[config.mk]
export PLATFORM = sky130hd
export DESIGN_NAME = dhcp_client_lease_engine_top
export DESIGN_NICKNAME = d
export VERILOG_FILES = /design/src/rtl/dhcp_lease_pkg.sv /design/src/rtl/dhcp_client_lease_engine_top.sv
export SDC_FILE = /design/constraint.sdc
export NUM_CORES = 2
export LEC_CHECK = 0
export BUFFER_PORTS_ARGS = -buffer_cell sky130_fd_sc_hd__buf_4
export CAP_MARGIN = 20
export CORE_MARGIN = 4
export CORE_UTILIZATION = 45
export CTS_CLUSTER_DIAMETER = 30
export DETAILED_ROUTE_END_ITERATION = 10
export PLACE_DENSITY = 0.67
export SETUP_SLACK_MARGIN = 0.5
export SYNTH_ARGS = -nofsm -noshare
export SYNTH_HDL_FRONTEND = slang
export SYNTH_SLANG_ARGS = --single-unit
[constraint.sdc]
create_clock -name clk_i -period 6.5 [get_ports clk_i]
set_input_delay 1.625 -clock clk_i [delete_from_list [all_inputs] [get_ports clk_i]]
set_output_delay 1.625 -clock clk_i [all_outputs]
set_load 0.1 [all_outputs]
[src/rtl/dhcp_lease_pkg.sv]
// Package for the DHCP client lease engine: word types, phase, action and error codes.
// Used by dhcp_client_lease_engine_top.
`default_nettype none
package dhcp_lease_pkg;
  localparam int unsigned MaxPayloadBytes = 1024;
  localparam logic [31:0] Cookie = 32'h63825363;

  typedef enum logic [1:0] {
    ActByte    = 2'd0,
    ActTick    = 2'd1,
    ActStart   = 2'd2,
    ActRelease = 2'd3
  } action_e;

  typedef enum logic [1:0] {
    SendNone     = 2'd0,
    SendDiscover = 2'd1,
    SendRequest  = 2'd2,
    SendRelease  = 2'd3
  } send_e;

  localparam logic [2:0] PhInit   = 3'd0;
  localparam logic [2:0] PhDisc   = 3'd1;
  localparam logic [2:0] PhReq    = 3'd2;
  localparam logic [2:0] PhBound  = 3'd3;
  localparam logic [2:0] PhRenew  = 3'd4;
  localparam logic [2:0] PhRebind = 3'd5;

  localparam logic [2:0] ErrNone   = 3'd0;
  localparam logic [2:0] ErrCookie = 3'd1;
  localparam logic [2:0] ErrOp     = 3'd2;
  localparam logic [2:0] ErrXid    = 3'd3;
  localparam logic [2:0] ErrFirst  = 3'd4;
  localparam logic [2:0] ErrType   = 3'd5;
  localparam logic [2:0] ErrOffer  = 3'd6;
  localparam logic [2:0] ErrShort  = 3'd7;

  localparam logic [1:0] WkCode = 2'd0;
  localparam logic [1:0] WkLen  = 2'd1;
  localparam logic [1:0] WkData = 2'd2;
  localparam logic [1:0] WkDone = 2'd3;

  typedef struct packed {
    logic [1:0] action;
    logic [7:0] data_byte;
    logic       last_byte;
  } in_word_t;

  typedef struct packed {
    logic [1:0]  send_kind;
    logic [2:0]  phase;
    logic [2:0]  error_code;
    logic [31:0] ip_addr;
    logic [31:0] net_mask;
    logic [31:0] gateway_addr;
    logic [31:0] server_addr;
    logic [31:0] lease_seconds;
  } out_word_t;
endpackage
`default_nettype wire

[src/rtl/dhcp_client_lease_engine_top.sv]
// DHCP client lease engine, top level. Depends on dhcp_lease_pkg.
// Holds the reply parser, lease timers and the output word register.
`default_nettype none
// One input word per cycle: each word is registered, processed by one level of logic and the
// result word lands in an output register; stall on the output only stalls the input when the
// output register is still full and not being taken.
// Reply bytes, ticks and commands may interleave freely. Renew and rebind deadlines
// (floor t/2, floor 7t/8) are computed once when an ack is committed and held in registers.
module dhcp_client_lease_engine_top (
  input  wire logic                      clk_i,
  input  wire logic                      rst_ni,
  input  wire logic                      cfg_we_i,
  input  wire logic [31:0]               cfg_wdata_i,
  input  wire logic                      in_valid_i,
  output logic                           in_stall_o,
  input  wire dhcp_lease_pkg::in_word_t  in_data_i,
  output logic                           out_valid_o,
  input  wire logic                      out_stall_i,
  output dhcp_lease_pkg::out_word_t      out_data_o
);
  import dhcp_lease_pkg::*;

  logic [31:0] xid_q;
  logic        iv_q;
  in_word_t    iw_q;
  logic        ov_q;
  out_word_t   ow_q, ow_d;

  logic [2:0]  phase_q, phase_d;
  logic [15:0] off_q, off_d;
  logic [1:0]  wpos_q, wpos_d;
  logic [7:0]  wcode_q, wcode_d, wlen_q, wlen_d;
  logic [7:0]  widx_q, widx_d;
  logic [31:0] wacc_q, wacc_d;
  logic [2:0]  perr_q, perr_d;
  logic [7:0]  mtype_q, mtype_d;
  logic [31:0] pyi_q, pyi_d, pmask_q, pmask_d, prt_q, prt_d, psrv_q, psrv_d;
  logic [31:0] plse_q, plse_d;
  logic [3:0]  pseen_q, pseen_d;
  logic [31:0] ip_q, ip_d, mask_q, mask_d, gw_q, gw_d, srv_q, srv_d;
  logic [31:0] lease_q, lease_d, elap_q, elap_d;
  logic [31:0] renew_q, renew_d, rebind_q, rebind_d;
  logic [2:0]  arm_q, arm_d;

  logic        out_free;
  logic        take;

  // output register takes a new word when empty or being drained
  assign out_free   = !ov_q || !out_stall_i;
  assign in_stall_o = iv_q && !out_free;
  assign take       = iv_q && out_free;

  always_ff @(posedge clk_i or negedge rst_ni) begin
    if (!rst_ni) begin
      xid_q <= '0;
    end else if (cfg_we_i) begin
      xid_q <= cfg_wdata_i;
    end
  end

  always_ff @(posedge clk_i or negedge rst_ni) begin
    if (!rst_ni) begin
      iv_q <= 1'b0;
    end else if (!in_stall_o) begin
      iv_q <= in_valid_i;
    end
  end

  always_ff @(posedge clk_i) begin
    if (!in_stall_o && in_valid_i) begin
      iw_q <= in_data_i;
    end
  end

  // packet walk helpers
  function automatic logic [2:0] min_err(input logic [2:0] cur, input logic [2:0] code);
    min_err = (cur == ErrNone || code < cur) ? code : cur;
  endfunction

  always_comb begin
    logic [7:0]  b;
    logic [15:0] o;
    logic [15:0] cnt;
    logic [1:0]  send;
    logic [2:0]  err;
    logic [7:0]  want;
    logic [31:0] acc;
    logic [34:0] t7;
    logic        clr;

    phase_d = phase_q;  off_d = off_q;  wpos_d = wpos_q;  wcode_d = wcode_q;
    wlen_d = wlen_q;  widx_d = widx_q;  wacc_d = wacc_q;  perr_d = perr_q;
    mtype_d = mtype_q;  pyi_d = pyi_q;  pmask_d = pmask_q;  prt_d = prt_q;
    psrv_d = psrv_q;  plse_d = plse_q;  pseen_d = pseen_q;
    ip_d = ip_q;  mask_d = mask_q;  gw_d = gw_q;  srv_d = srv_q;
    lease_d = lease_q;  elap_d = elap_q;  renew_d = renew_q;  rebind_d = rebind_q;
    arm_d = arm_q;
    b = iw_q.data_byte;  o = off_q;  send = SendNone;  err = ErrNone;
    want = '0;  acc = '0;  cnt = '0;  clr = 1'b0;
    t7 = '0;

    unique case (action_e'(iw_q.action))
      ActByte: begin
        if (o < 16'(MaxPayloadBytes)) begin
          if (o == 16'd0 && b != 8'd2) perr_d = min_err(perr_d, ErrOp);
          if (o >= 16'd4 && o <= 16'd7) begin
            want = xid_q[8*(3-o[1:0]) +: 8];
            if (b != want) perr_d = min_err(perr_d, ErrXid);
          end
          if (o >= 16'd16 && o <= 16'd19) pyi_d = {pyi_q[23:0], b};
          if (o >= 16'd236 && o <= 16'd239) begin
            want = Cookie[8*(3-o[1:0]) +: 8];
            if (b != want) perr_d = min_err(perr_d, ErrCookie);
          end
          if (o == 16'd240 && b != 8'd53) perr_d = min_err(perr_d, ErrFirst);
          if (o == 16'd242) mtype_d = b;
          if (o >= 16'd240) begin
            unique case (wpos_q)
              WkCode: begin
                if (b == 8'd255) wpos_d = WkDone;
                else if (b != 8'd0) begin
                  wcode_d = b;
                  wpos_d = WkLen;
                end
              end
              WkLen: begin
                wlen_d = b;  widx_d = '0;  wacc_d = '0;
                wpos_d = (b == 8'd0) ? WkCode : WkData;
              end
              WkData: begin
                if (widx_q < 8'd4) begin
                  acc = {wacc_q[23:0], b};
                  wacc_d = acc;
                  if (widx_q == 8'd3 && wlen_q >= 8'd4) begin
                    case (wcode_q)
                      8'd1:  begin pmask_d = acc; pseen_d[0] = 1'b1; end
                      8'd3:  begin prt_d = acc;   pseen_d[1] = 1'b1; end
                      8'd54: begin psrv_d = acc;  pseen_d[2] = 1'b1; end
                      8'd51: begin plse_d = acc;  pseen_d[3] = 1'b1; end
                      default: ;
                    endcase
                  end
                end
                // index stays below the length while in data, so it cannot wrap
                widx_d = widx_q + 8'd1;
                if (widx_d >= wlen_q) wpos_d = WkCode;
              end
              default: ;
            endcase
          end
        end
        cnt = (off_q != 16'hFFFF) ? off_q + 16'd1 : off_q;
        off_d = cnt;
        if (iw_q.last_byte) begin
          clr = 1'b1;
          if (cnt < 16'd243) err = ErrShort;
          else if (perr_d != ErrNone) err = perr_d;
          else if (mtype_d == 8'd2) begin
            if (phase_q == PhDisc) begin
              ip_d = pyi_d;
              if (pseen_d[2]) srv_d = psrv_d;
              phase_d = PhReq;
              send = SendRequest;
            end else begin
              err = ErrOffer;
            end
          end else if (mtype_d == 8'd5) begin
            ip_d = pyi_d;
            if (pseen_d[0]) mask_d = pmask_d;
            if (pseen_d[1]) gw_d = prt_d;
            if (pseen_d[2]) srv_d = psrv_d;
            lease_d = pseen_d[3] ? plse_d : 32'd0;
            elap_d = '0;
            t7 = {3'd0, lease_d} * 35'd7;
            renew_d = {1'b0, lease_d[31:1]};
            rebind_d = t7[34:3];
            if (lease_d != 32'd0) begin
              arm_d = 3'b111;
              phase_d = PhBound;
            end else begin
              arm_d = 3'b000;
            end
          end else if (mtype_d == 8'd6) begin
            arm_d = 3'b000;
            phase_d = PhDisc;
            send = SendDiscover;
          end else begin
            err = ErrType;
          end
        end
      end
      ActTick: begin
        if (arm_q != 3'b000) begin
          if (elap_q != 32'hFFFF_FFFF) elap_d = elap_q + 32'd1;
          if (arm_d[0] && elap_d >= renew_q) begin
            arm_d[0] = 1'b0;
            phase_d = PhRenew;
            send = SendRequest;
          end
          if (arm_d[1] && elap_d >= rebind_q) begin
            arm_d[1] = 1'b0;
            if (phase_d != PhBound) begin
              phase_d = PhRebind;
              send = SendRequest;
            end
          end
          if (arm_d[2] && elap_d >= lease_q) begin
            arm_d[2] = 1'b0;
            if (phase_d != PhBound) begin
              phase_d = PhDisc;
              arm_d = 3'b000;
              send = SendDiscover;
            end
          end
        end
      end
      ActStart: begin
        arm_d = 3'b000;
        phase_d = PhDisc;
        send = SendDiscover;
      end
      ActRelease: begin
        arm_d = 3'b000;
        phase_d = PhInit;
        send = SendRelease;
      end
      default: ;
    endcase

    if (clr) begin
      off_d = '0;  wpos_d = WkCode;  wcode_d = '0;  wlen_d = '0;  widx_d = '0;
      wacc_d = '0;  perr_d = ErrNone;  mtype_d = '0;  pyi_d = '0;  pmask_d = '0;
      prt_d = '0;  psrv_d = '0;  plse_d = '0;  pseen_d = '0;
    end

    ow_d.send_kind     = send;
    ow_d.phase         = phase_d;
    ow_d.error_code    = err;
    ow_d.ip_addr       = ip_d;
    ow_d.net_mask      = mask_d;
    ow_d.gateway_addr  = gw_d;
    ow_d.server_addr   = srv_d;
    ow_d.lease_seconds = lease_d;
  end

  always_ff @(posedge clk_i or negedge rst_ni) begin
    if (!rst_ni) begin
      phase_q <= PhInit;  off_q <= '0;  wpos_q <= WkCode;  wcode_q <= '0;
      wlen_q <= '0;  widx_q <= '0;  wacc_q <= '0;  perr_q <= ErrNone;
      mtype_q <= '0;  pyi_q <= '0;  pmask_q <= '0;  prt_q <= '0;  psrv_q <= '0;
      plse_q <= '0;  pseen_q <= '0;  ip_q <= '0;  mask_q <= '0;  gw_q <= '0;
      srv_q <= '0;  lease_q <= '0;  elap_q <= '0;  renew_q <= '0;
      rebind_q <= '0;  arm_q <= '0;  ov_q <= 1'b0;
    end else begin
      if (take) begin
        phase_q <= phase_d;  off_q <= off_d;  wpos_q <= wpos_d;  wcode_q <= wcode_d;
        wlen_q <= wlen_d;  widx_q <= widx_d;  wacc_q <= wacc_d;  perr_q <= perr_d;
        mtype_q <= mtype_d;  pyi_q <= pyi_d;  pmask_q <= pmask_d;  prt_q <= prt_d;
        psrv_q <= psrv_d;  plse_q <= plse_d;  pseen_q <= pseen_d;  ip_q <= ip_d;
        mask_q <= mask_d;  gw_q <= gw_d;  srv_q <= srv_d;  lease_q <= lease_d;
        elap_q <= elap_d;  renew_q <= renew_d;  rebind_q <= rebind_d;
        arm_q <= arm_d;
      end
      if (out_free) ov_q <= iv_q;
    end
  end

  always_ff @(posedge clk_i) begin
    if (take) ow_q <= ow_d;
  end

  assign out_valid_o = ov_q;
  assign out_data_o  = ow_q;

  a_phase_range: assert property (@(posedge clk_i) disable iff (!rst_ni)
    phase_q <= PhRebind) else $error("phase out of range");
  a_armed_lease: assert property (@(posedge clk_i) disable iff (!rst_ni)
    arm_q != 3'b000 |-> lease_q != 32'd0) else $error("timer armed without lease");
  a_out_hold: assert property (@(posedge clk_i) disable iff (!rst_ni)
    ov_q && out_stall_i |=> ov_q && $stable(ow_q)) else $error("stalled result changed");
  a_err_last: assert property (@(posedge clk_i) disable iff (!rst_ni)
    take && !(iw_q.action == ActByte && iw_q.last_byte) |=> ow_q.error_code == ErrNone)
    else $error("error outside packet end");
endmodule
`default_nettype wire

# After elaboration in Yosys (flattened, before gate mapping)
# Cells that the tools add are included.
dict set report word_totals {
  out_inout_bits 170
  inputBits 48
  word_cells 368
  reg_bits 715
}
dict set report op_classes {
  n_addsub 4
  mux 209
  shifts 2
  n_eq_ne 37
  multipliers 1
  order_cmp 19
  bitwise_logic 3
  reduce_logical 54
}
# cell n
set op_table {}
lappend op_table {{$mux 32} 82}
lappend op_table {{$mux 8} 21}
lappend op_table {{$mux 3} 53}
lappend op_table {{$mux 24} 5}
lappend op_table {{$ge 32x32->1} 2}
lappend op_table {{$pmux 32 s2} 1}
lappend op_table {{$mux 16} 3}
lappend op_table {{$pmux 24 s2} 1}
lappend op_table {{$mux 2} 20}
lappend op_table {{$mul 32x3->35 const B} 1}
lappend op_table {{$shiftx 32x33->8} 1}
lappend op_table {{$shiftx 32x33->8 const A} 1}
lappend op_table {{$add 32x1->32 const B} 1}
lappend op_table {{$eq 16x8->1 const B} 2}
lappend op_table {{$ge 16x8->1 const B} 2}
lappend op_table {{$ge 32x31->1} 1}
lappend op_table {{$mux 4} 8}
lappend op_table {{$ne 32x32->1 const B} 1}
lappend op_table {{$reduce_bool 32->1} 1}
lappend op_table {{$reduce_and 7->1} 4}
lappend op_table {{$eq 8x2->1 const B} 3}
lappend op_table {{$add 16x1->16 const B} 1}
lappend op_table {{$eq 8x3->1 const B} 2}
lappend op_table {{$eq 8x6->1 const B} 2}
lappend op_table {{other kinds (52)} 110}

# Depth between registers and ports, before layout
dict set report depth {
  word_depth 31
  ltp_mapped 23
  depth_no_buf 20
}

# Least setup slack after synthesis
# Ideal clock, no wire load.
dict set report synth_path {
  path_type {input-to-reg}
  startpoint {input port out_stall_i}
  endpoint {register mask_q[31]}
  setup_time_ns 0.138
  setup_slack_ns -0.910
  arrival_ns 7.271
  path_stages 11
  n_path_buf 2
  required_time_ns 6.362
  cell_sequence {nand2_1 -> nand2_1 -> inv_1 -> nand2_1 -> a21oi_1 -> o311ai_0 -> nor4_2 -> o21a_1 -> buf_2 -> buf_1 -> a31oi_1}
}
dict set report synth_between {
  elab_chain_len 3
}
# item line
set synth_lines {}
lappend synth_lines {{start, declared} dhcp_client_lease_engine_top.sv:18} ;# input wire logic out_stall_i,
lappend synth_lines {{$logic_not 1->1} dhcp_client_lease_engine_top.sv:49} ;# assign out_free = !ov_q || !out_stall_i;
lappend synth_lines {{$logic_or 1x1->1} dhcp_client_lease_engine_top.sv:49}
lappend synth_lines {{$logic_and 1x1->1} dhcp_client_lease_engine_top.sv:51} ;# assign take = iv_q && out_free;
lappend synth_lines {{net take} dhcp_client_lease_engine_top.sv:46} ;# logic take;
lappend synth_lines {{end signal, assigned} dhcp_client_lease_engine_top.sv:260} ;# mask_q <= mask_d; gw_q <= gw_d; srv_q <= srv_d; lease_q <= lease_d;
lappend synth_lines {{end, declared} dhcp_client_lease_engine_top.sv:40} ;# logic [31:0] ip_q, ip_d, mask_q, mask_d, gw_q, gw_d, srv_q, srv_d;
# The timed path passes the listed nets, and every way through them passes these cells.
# A chain may end at the register's enable or synchronous reset.

# Final worst setup path
dict set report layout_path {
  startpoint {register widx_q[0]}
  endpoint {register rebind_q[28]}
}
dict set report layout_between {
  elab_chain_len 10
  elab_cells_between_ends 17
  cone_classes {1 x mul; 1 x order compare; 1 x eq/ne; 13 x mux; 1 x reduce/logical}
}
# item line
set layout_lines {}
lappend layout_lines {{start, declared} dhcp_client_lease_engine_top.sv:33} ;# logic [7:0] widx_q, widx_d;
lappend layout_lines {{start signal, assigned} dhcp_client_lease_engine_top.sv:257} ;# wlen_q <= wlen_d; widx_q <= widx_d; wacc_q <= wacc_d; perr_q <= perr_d;
lappend layout_lines {{branches (longest 8 deep; another with $lt 8x3->1)} n/a}
lappend layout_lines {{$mux 32 *} dhcp_client_lease_engine_top.sv:172} ;# lease_d = pseen_d[3] ? plse_d : 32'd0;
lappend layout_lines {{$mul 32x3->35 *} dhcp_client_lease_engine_top.sv:174} ;# t7 = {3'd0, lease_d} * 35'd7;
lappend layout_lines {{end signal, assigned} dhcp_client_lease_engine_top.sv:261} ;# elap_q <= elap_d; renew_q <= renew_d; rebind_q <= rebind_d;
lappend layout_lines {{end, declared} dhcp_client_lease_engine_top.sv:42} ;# logic [31:0] renew_q, renew_d, rebind_q, rebind_d;
# Every way passes the cells marked *. The select of a mux whose other input is x is not followed.

==> results.json <==
{
  "syn_nets": 4138,
  "synth_edf_count": 179,
  "grt.overflow.total": 0,
  "slew_violations": 0,
  "critical-path-max-stage-delay_ns": 0.64,
  "yosysTopAreaCell": "dfrtp_1",
  "hp-class": "register to register",
  "period_needed_ns": 5.63,
  "cap_violations": 0,
  "ys_seq_area_share_pct": 49.7,
  "portBuffers": 217,
  "arrival_ns": 6.22,
  "fin_crit_sh_pct": 86.7,
  "tightest_slew_ns": 1.33,
  "place_worst_setup_slack_ns": 0.0701,
  "clock-sinks": 715,
  "synthCells": 3897,
  "dp_hpwl_mm": 69.8,
  "synth.area.top_cells": "dfrtp_1 (35%), edfxtp_1 (14%), nand2_1 (5.9%)",
  "fp.dieH_um": 298,
  "worstPathRequired_ns": 7.08,
  "vdd_drop_max_mv": 0.247,
  "ys_warn_count": 0,
  "cp_top_family": "compound AO/OA/AOI/OAI gates",
  "first_global_vias": 29950,
  "final_nets": 4337,
  "drt_wl_total_mm": 108,
  "dp.cells": 5016,
  "via_per_inst": 5.80,
  "fmax_mhz": 178,
  "final.setup_skew_ns": 0.0262,
  "cp-start-kind": "register",
  "setup_viol": 0,
  "ctsLongestPathBuffers": 3,
  "multi_input_area_sq_um": 17500,
  "num-fill-cells": 7111,
  "ff2ff_path_depth": 20,
  "synth_top_area_share_pct": 35.5,
  "critPathMaxFanout": 27,
  "instances_no_fill": 5306,
  "drtAntennaViolNets": 0,
  "holdPathEnd": "rebind_q[27]",
  "crit_slowest_cell": "or4b_2",
  "cts_root_buffer": "clkbuf_16",
  "synth_most_common_cell": "nand2_1",
  "min_from": "rebind_q[27]",
  "first_iter_violations": 2782,
  "r2r_slack_ns": 0.87,
  "synthDistinctLibCells": 76,
  "grtUsageTotal_pct": 23.9,
  "clk_pin_slew_worst_paths_ns": 0.05,
  "start_util_pct": 45.3,
  "ys.flop_type": "dfrtp_1",
  "grt_pass1_wl_mm": 171,
  "synth.avg_cell_area_sq_um": 9.71,
  "fin_ws_ns": 0.867,
  "hold_viol_final": 0,
  "hold_slack_ns": 0.474,
  "cts_tree": "yes",
  "die-area_sq_um": 88800,
  "cp-end-kind": "register",
  "first_pass_iters": 8,
  "grt_max_degree": 153,
  "r2r-end": "rebind_q[28]",
  "ios": 218,
  "slew_headroom_pct": 11.5,
  "path_class": "register to register",
  "die_w_um": 298,
  "drc_errors": 0,
  "status": "complete, no violations",
  "rsz0062_at_grt": "yes",
  "ys_ff_latch": 715,
  "grt_antenna_before_repair": 0,
  "h-tree-depth": 4,
  "diodes": 0,
  "synth_common_cells": "nand2_1 (592), dfrtp_1 (536), o21ai_0 (305)",
  "clock_latency_ns": 0.72,
  "path_cells": "ha_1, or4b_2, nor3_2, nor4bb_4, nand3b_1, buf_4, and3_1, a21oi_1, inv_1, fa_1, ha_1, a21o_1, a21o_1, a41oi_2, a31oi_4, a2111oi_4, o21ai_1, o31ai_1, xor2_1, o21ai_0",
  "drive_gt1_share_pct": 16.6,
  "rr_startpoint": "widx_q[0]",
  "critPathBufInv": 2,
  "worstHoldPathCells": 2,
  "ff_latch_area_sq_um": 18800,
  "area_growth_pct": 21.7,
  "vias": 30785,
  "ctsHoldBuffers": 0,
  "tns_ns": 0,
  "row_count": 106,
  "p_leak_nw": 21.4,
  "power.density_nw_per_um2": 305,
  "async_flop_share_pct": 75.0,
  "wl_per_cell_um": 20.3,
  "coreArea_sq_um": 83400,
  "cts_buffers": 152,
  "netlist_area_sq_um": 37800,
  "gp_congestion": 0.874
}
[final cells by class]
cell class | instances | share of cell area, %
timing repair buffer | 321 | 5.58
clock inverter | 107 | 2.62
inverter | 161 | 1.32
clock buffer | 177 | 8.80
tap | 1080 | 2.93
sequential | 715 | 40.8
multi-input combinational | 2745 | 38.0
[logic make-up after synthesis]
group,synth area share (%)
multiplexers,3.42
buffers and inverters,4.59
XOR/XNOR,1.57
adder cells (fa/ha/maj),7.02
AO/OA/AOI/OAI,19.8
AND/OR/NAND/NOR,14.0
flip-flops,49.7
[routing by layer]
layer	up-vias	track usage (%)	wire, um
met5	-	0	0
met3	197	4.41	7250
met2	1117	37.6	49900
met1	15097	33.2	47300
li1	14374	-	-
met4	0	8.74	3220
[repair_timing]
| item | in CTS | in global routing |
|---|---|---|
| endpoints found under the hold margin | 0 | 0 |
| setup buffers | 0 | 1 |
| resized for setup | 4 | 15 |
| gates cloned | 0 | 0 |
| pin swaps | 0 | 2 |
| endpoints found under the setup margin | 5 | 11 |
[worst max path at each step]
stage | start | end | slack (ns) | depth (start not counted)
after floorplan | out_stall_i | wacc_q[23] | 0.65 | 11
after global routing | widx_q[0] | rebind_q[28] | 0.44 | 20
after detailed placement | widx_q[0] | rebind_q[28] | 0.07 | 20
after global placement | widx_q[0] | rebind_q[28] | 0.20 | 20
after CTS | widx_q[0] | rebind_q[28] | 0.55 | 20
final | widx_q[0] | rebind_q[28] | 0.87 | 20
[registers in the layout, summed over array words and instances, names as in the netlist, 31 cells and up]
signal / flops
mask_q: 32
elap_q: 32
pyi_q: 32
lease_q: 32
ip_q: 32
xid_q: 32
renew_q: 31
prt_q: 32
gw_q: 32
out_data_o: 168
psrv_q: 32
srv_q: 32
pmask_q: 32
plse_q: 32
rebind_q: 32
[tightest hold or removal path: stages (launching register included)]
cell and delay (ns):
dfrtp_1 0.33, nand2_1 0.05, o21ai_0 0.06
[cell usage in the layout, fill, tap and decap left out, types with 17 or more instances in the layout]
cell        Yosys  final
a21boi_0      133    133
a21o_1         40     40
a21oi_1       228    227
a22o_1         47     47
a22oi_1        31     31
a2bb2oi_1      67     67
a31oi_1        77     76
and3_1         53     53
buf_4           4    308
bufinv_16       0     17
clkbuf_16       0    154
clkinv_2        0     28
clkinvlp_4      0     17
dfrtp_1       536    536
edfxtp_1      179    179
fa_1           32     32
ha_1          161    161
inv_1         161    160
mux2_1         30     30
mux2_2         67     67
nand2_1       592    589
nand2b_1       18     18
nand3_1        50     49
nand4_1        42     42
nor2_1        291    284
nor3_1         37     34
o21a_1         24     22
o21ai_0       305    303
o21ai_1        36     37
o22ai_1        98     98
o31ai_1        26     26
xnor2_1        44     44
xor2_1         24     24
[per-stage QoR]
stage               cell area, sq um  utilization (%)  power (mW)
floorplan                      37800                -        5.92
global placement               40600             48.6        6.30
detailed placement             40600             48.6        6.32
CTS                            45900             55.0        14.1
global route                   46000             55.2        14.5
finish                         46000             55.2        14.0
[power by group]
part	total [mW]	internal [mW]	switching (mW)
Clock	7.78	5.17	2.62
Combinational	1.30	0.362	0.939
Sequential	4.95	4.80	0.151
(Power assumes the default switching activity.)
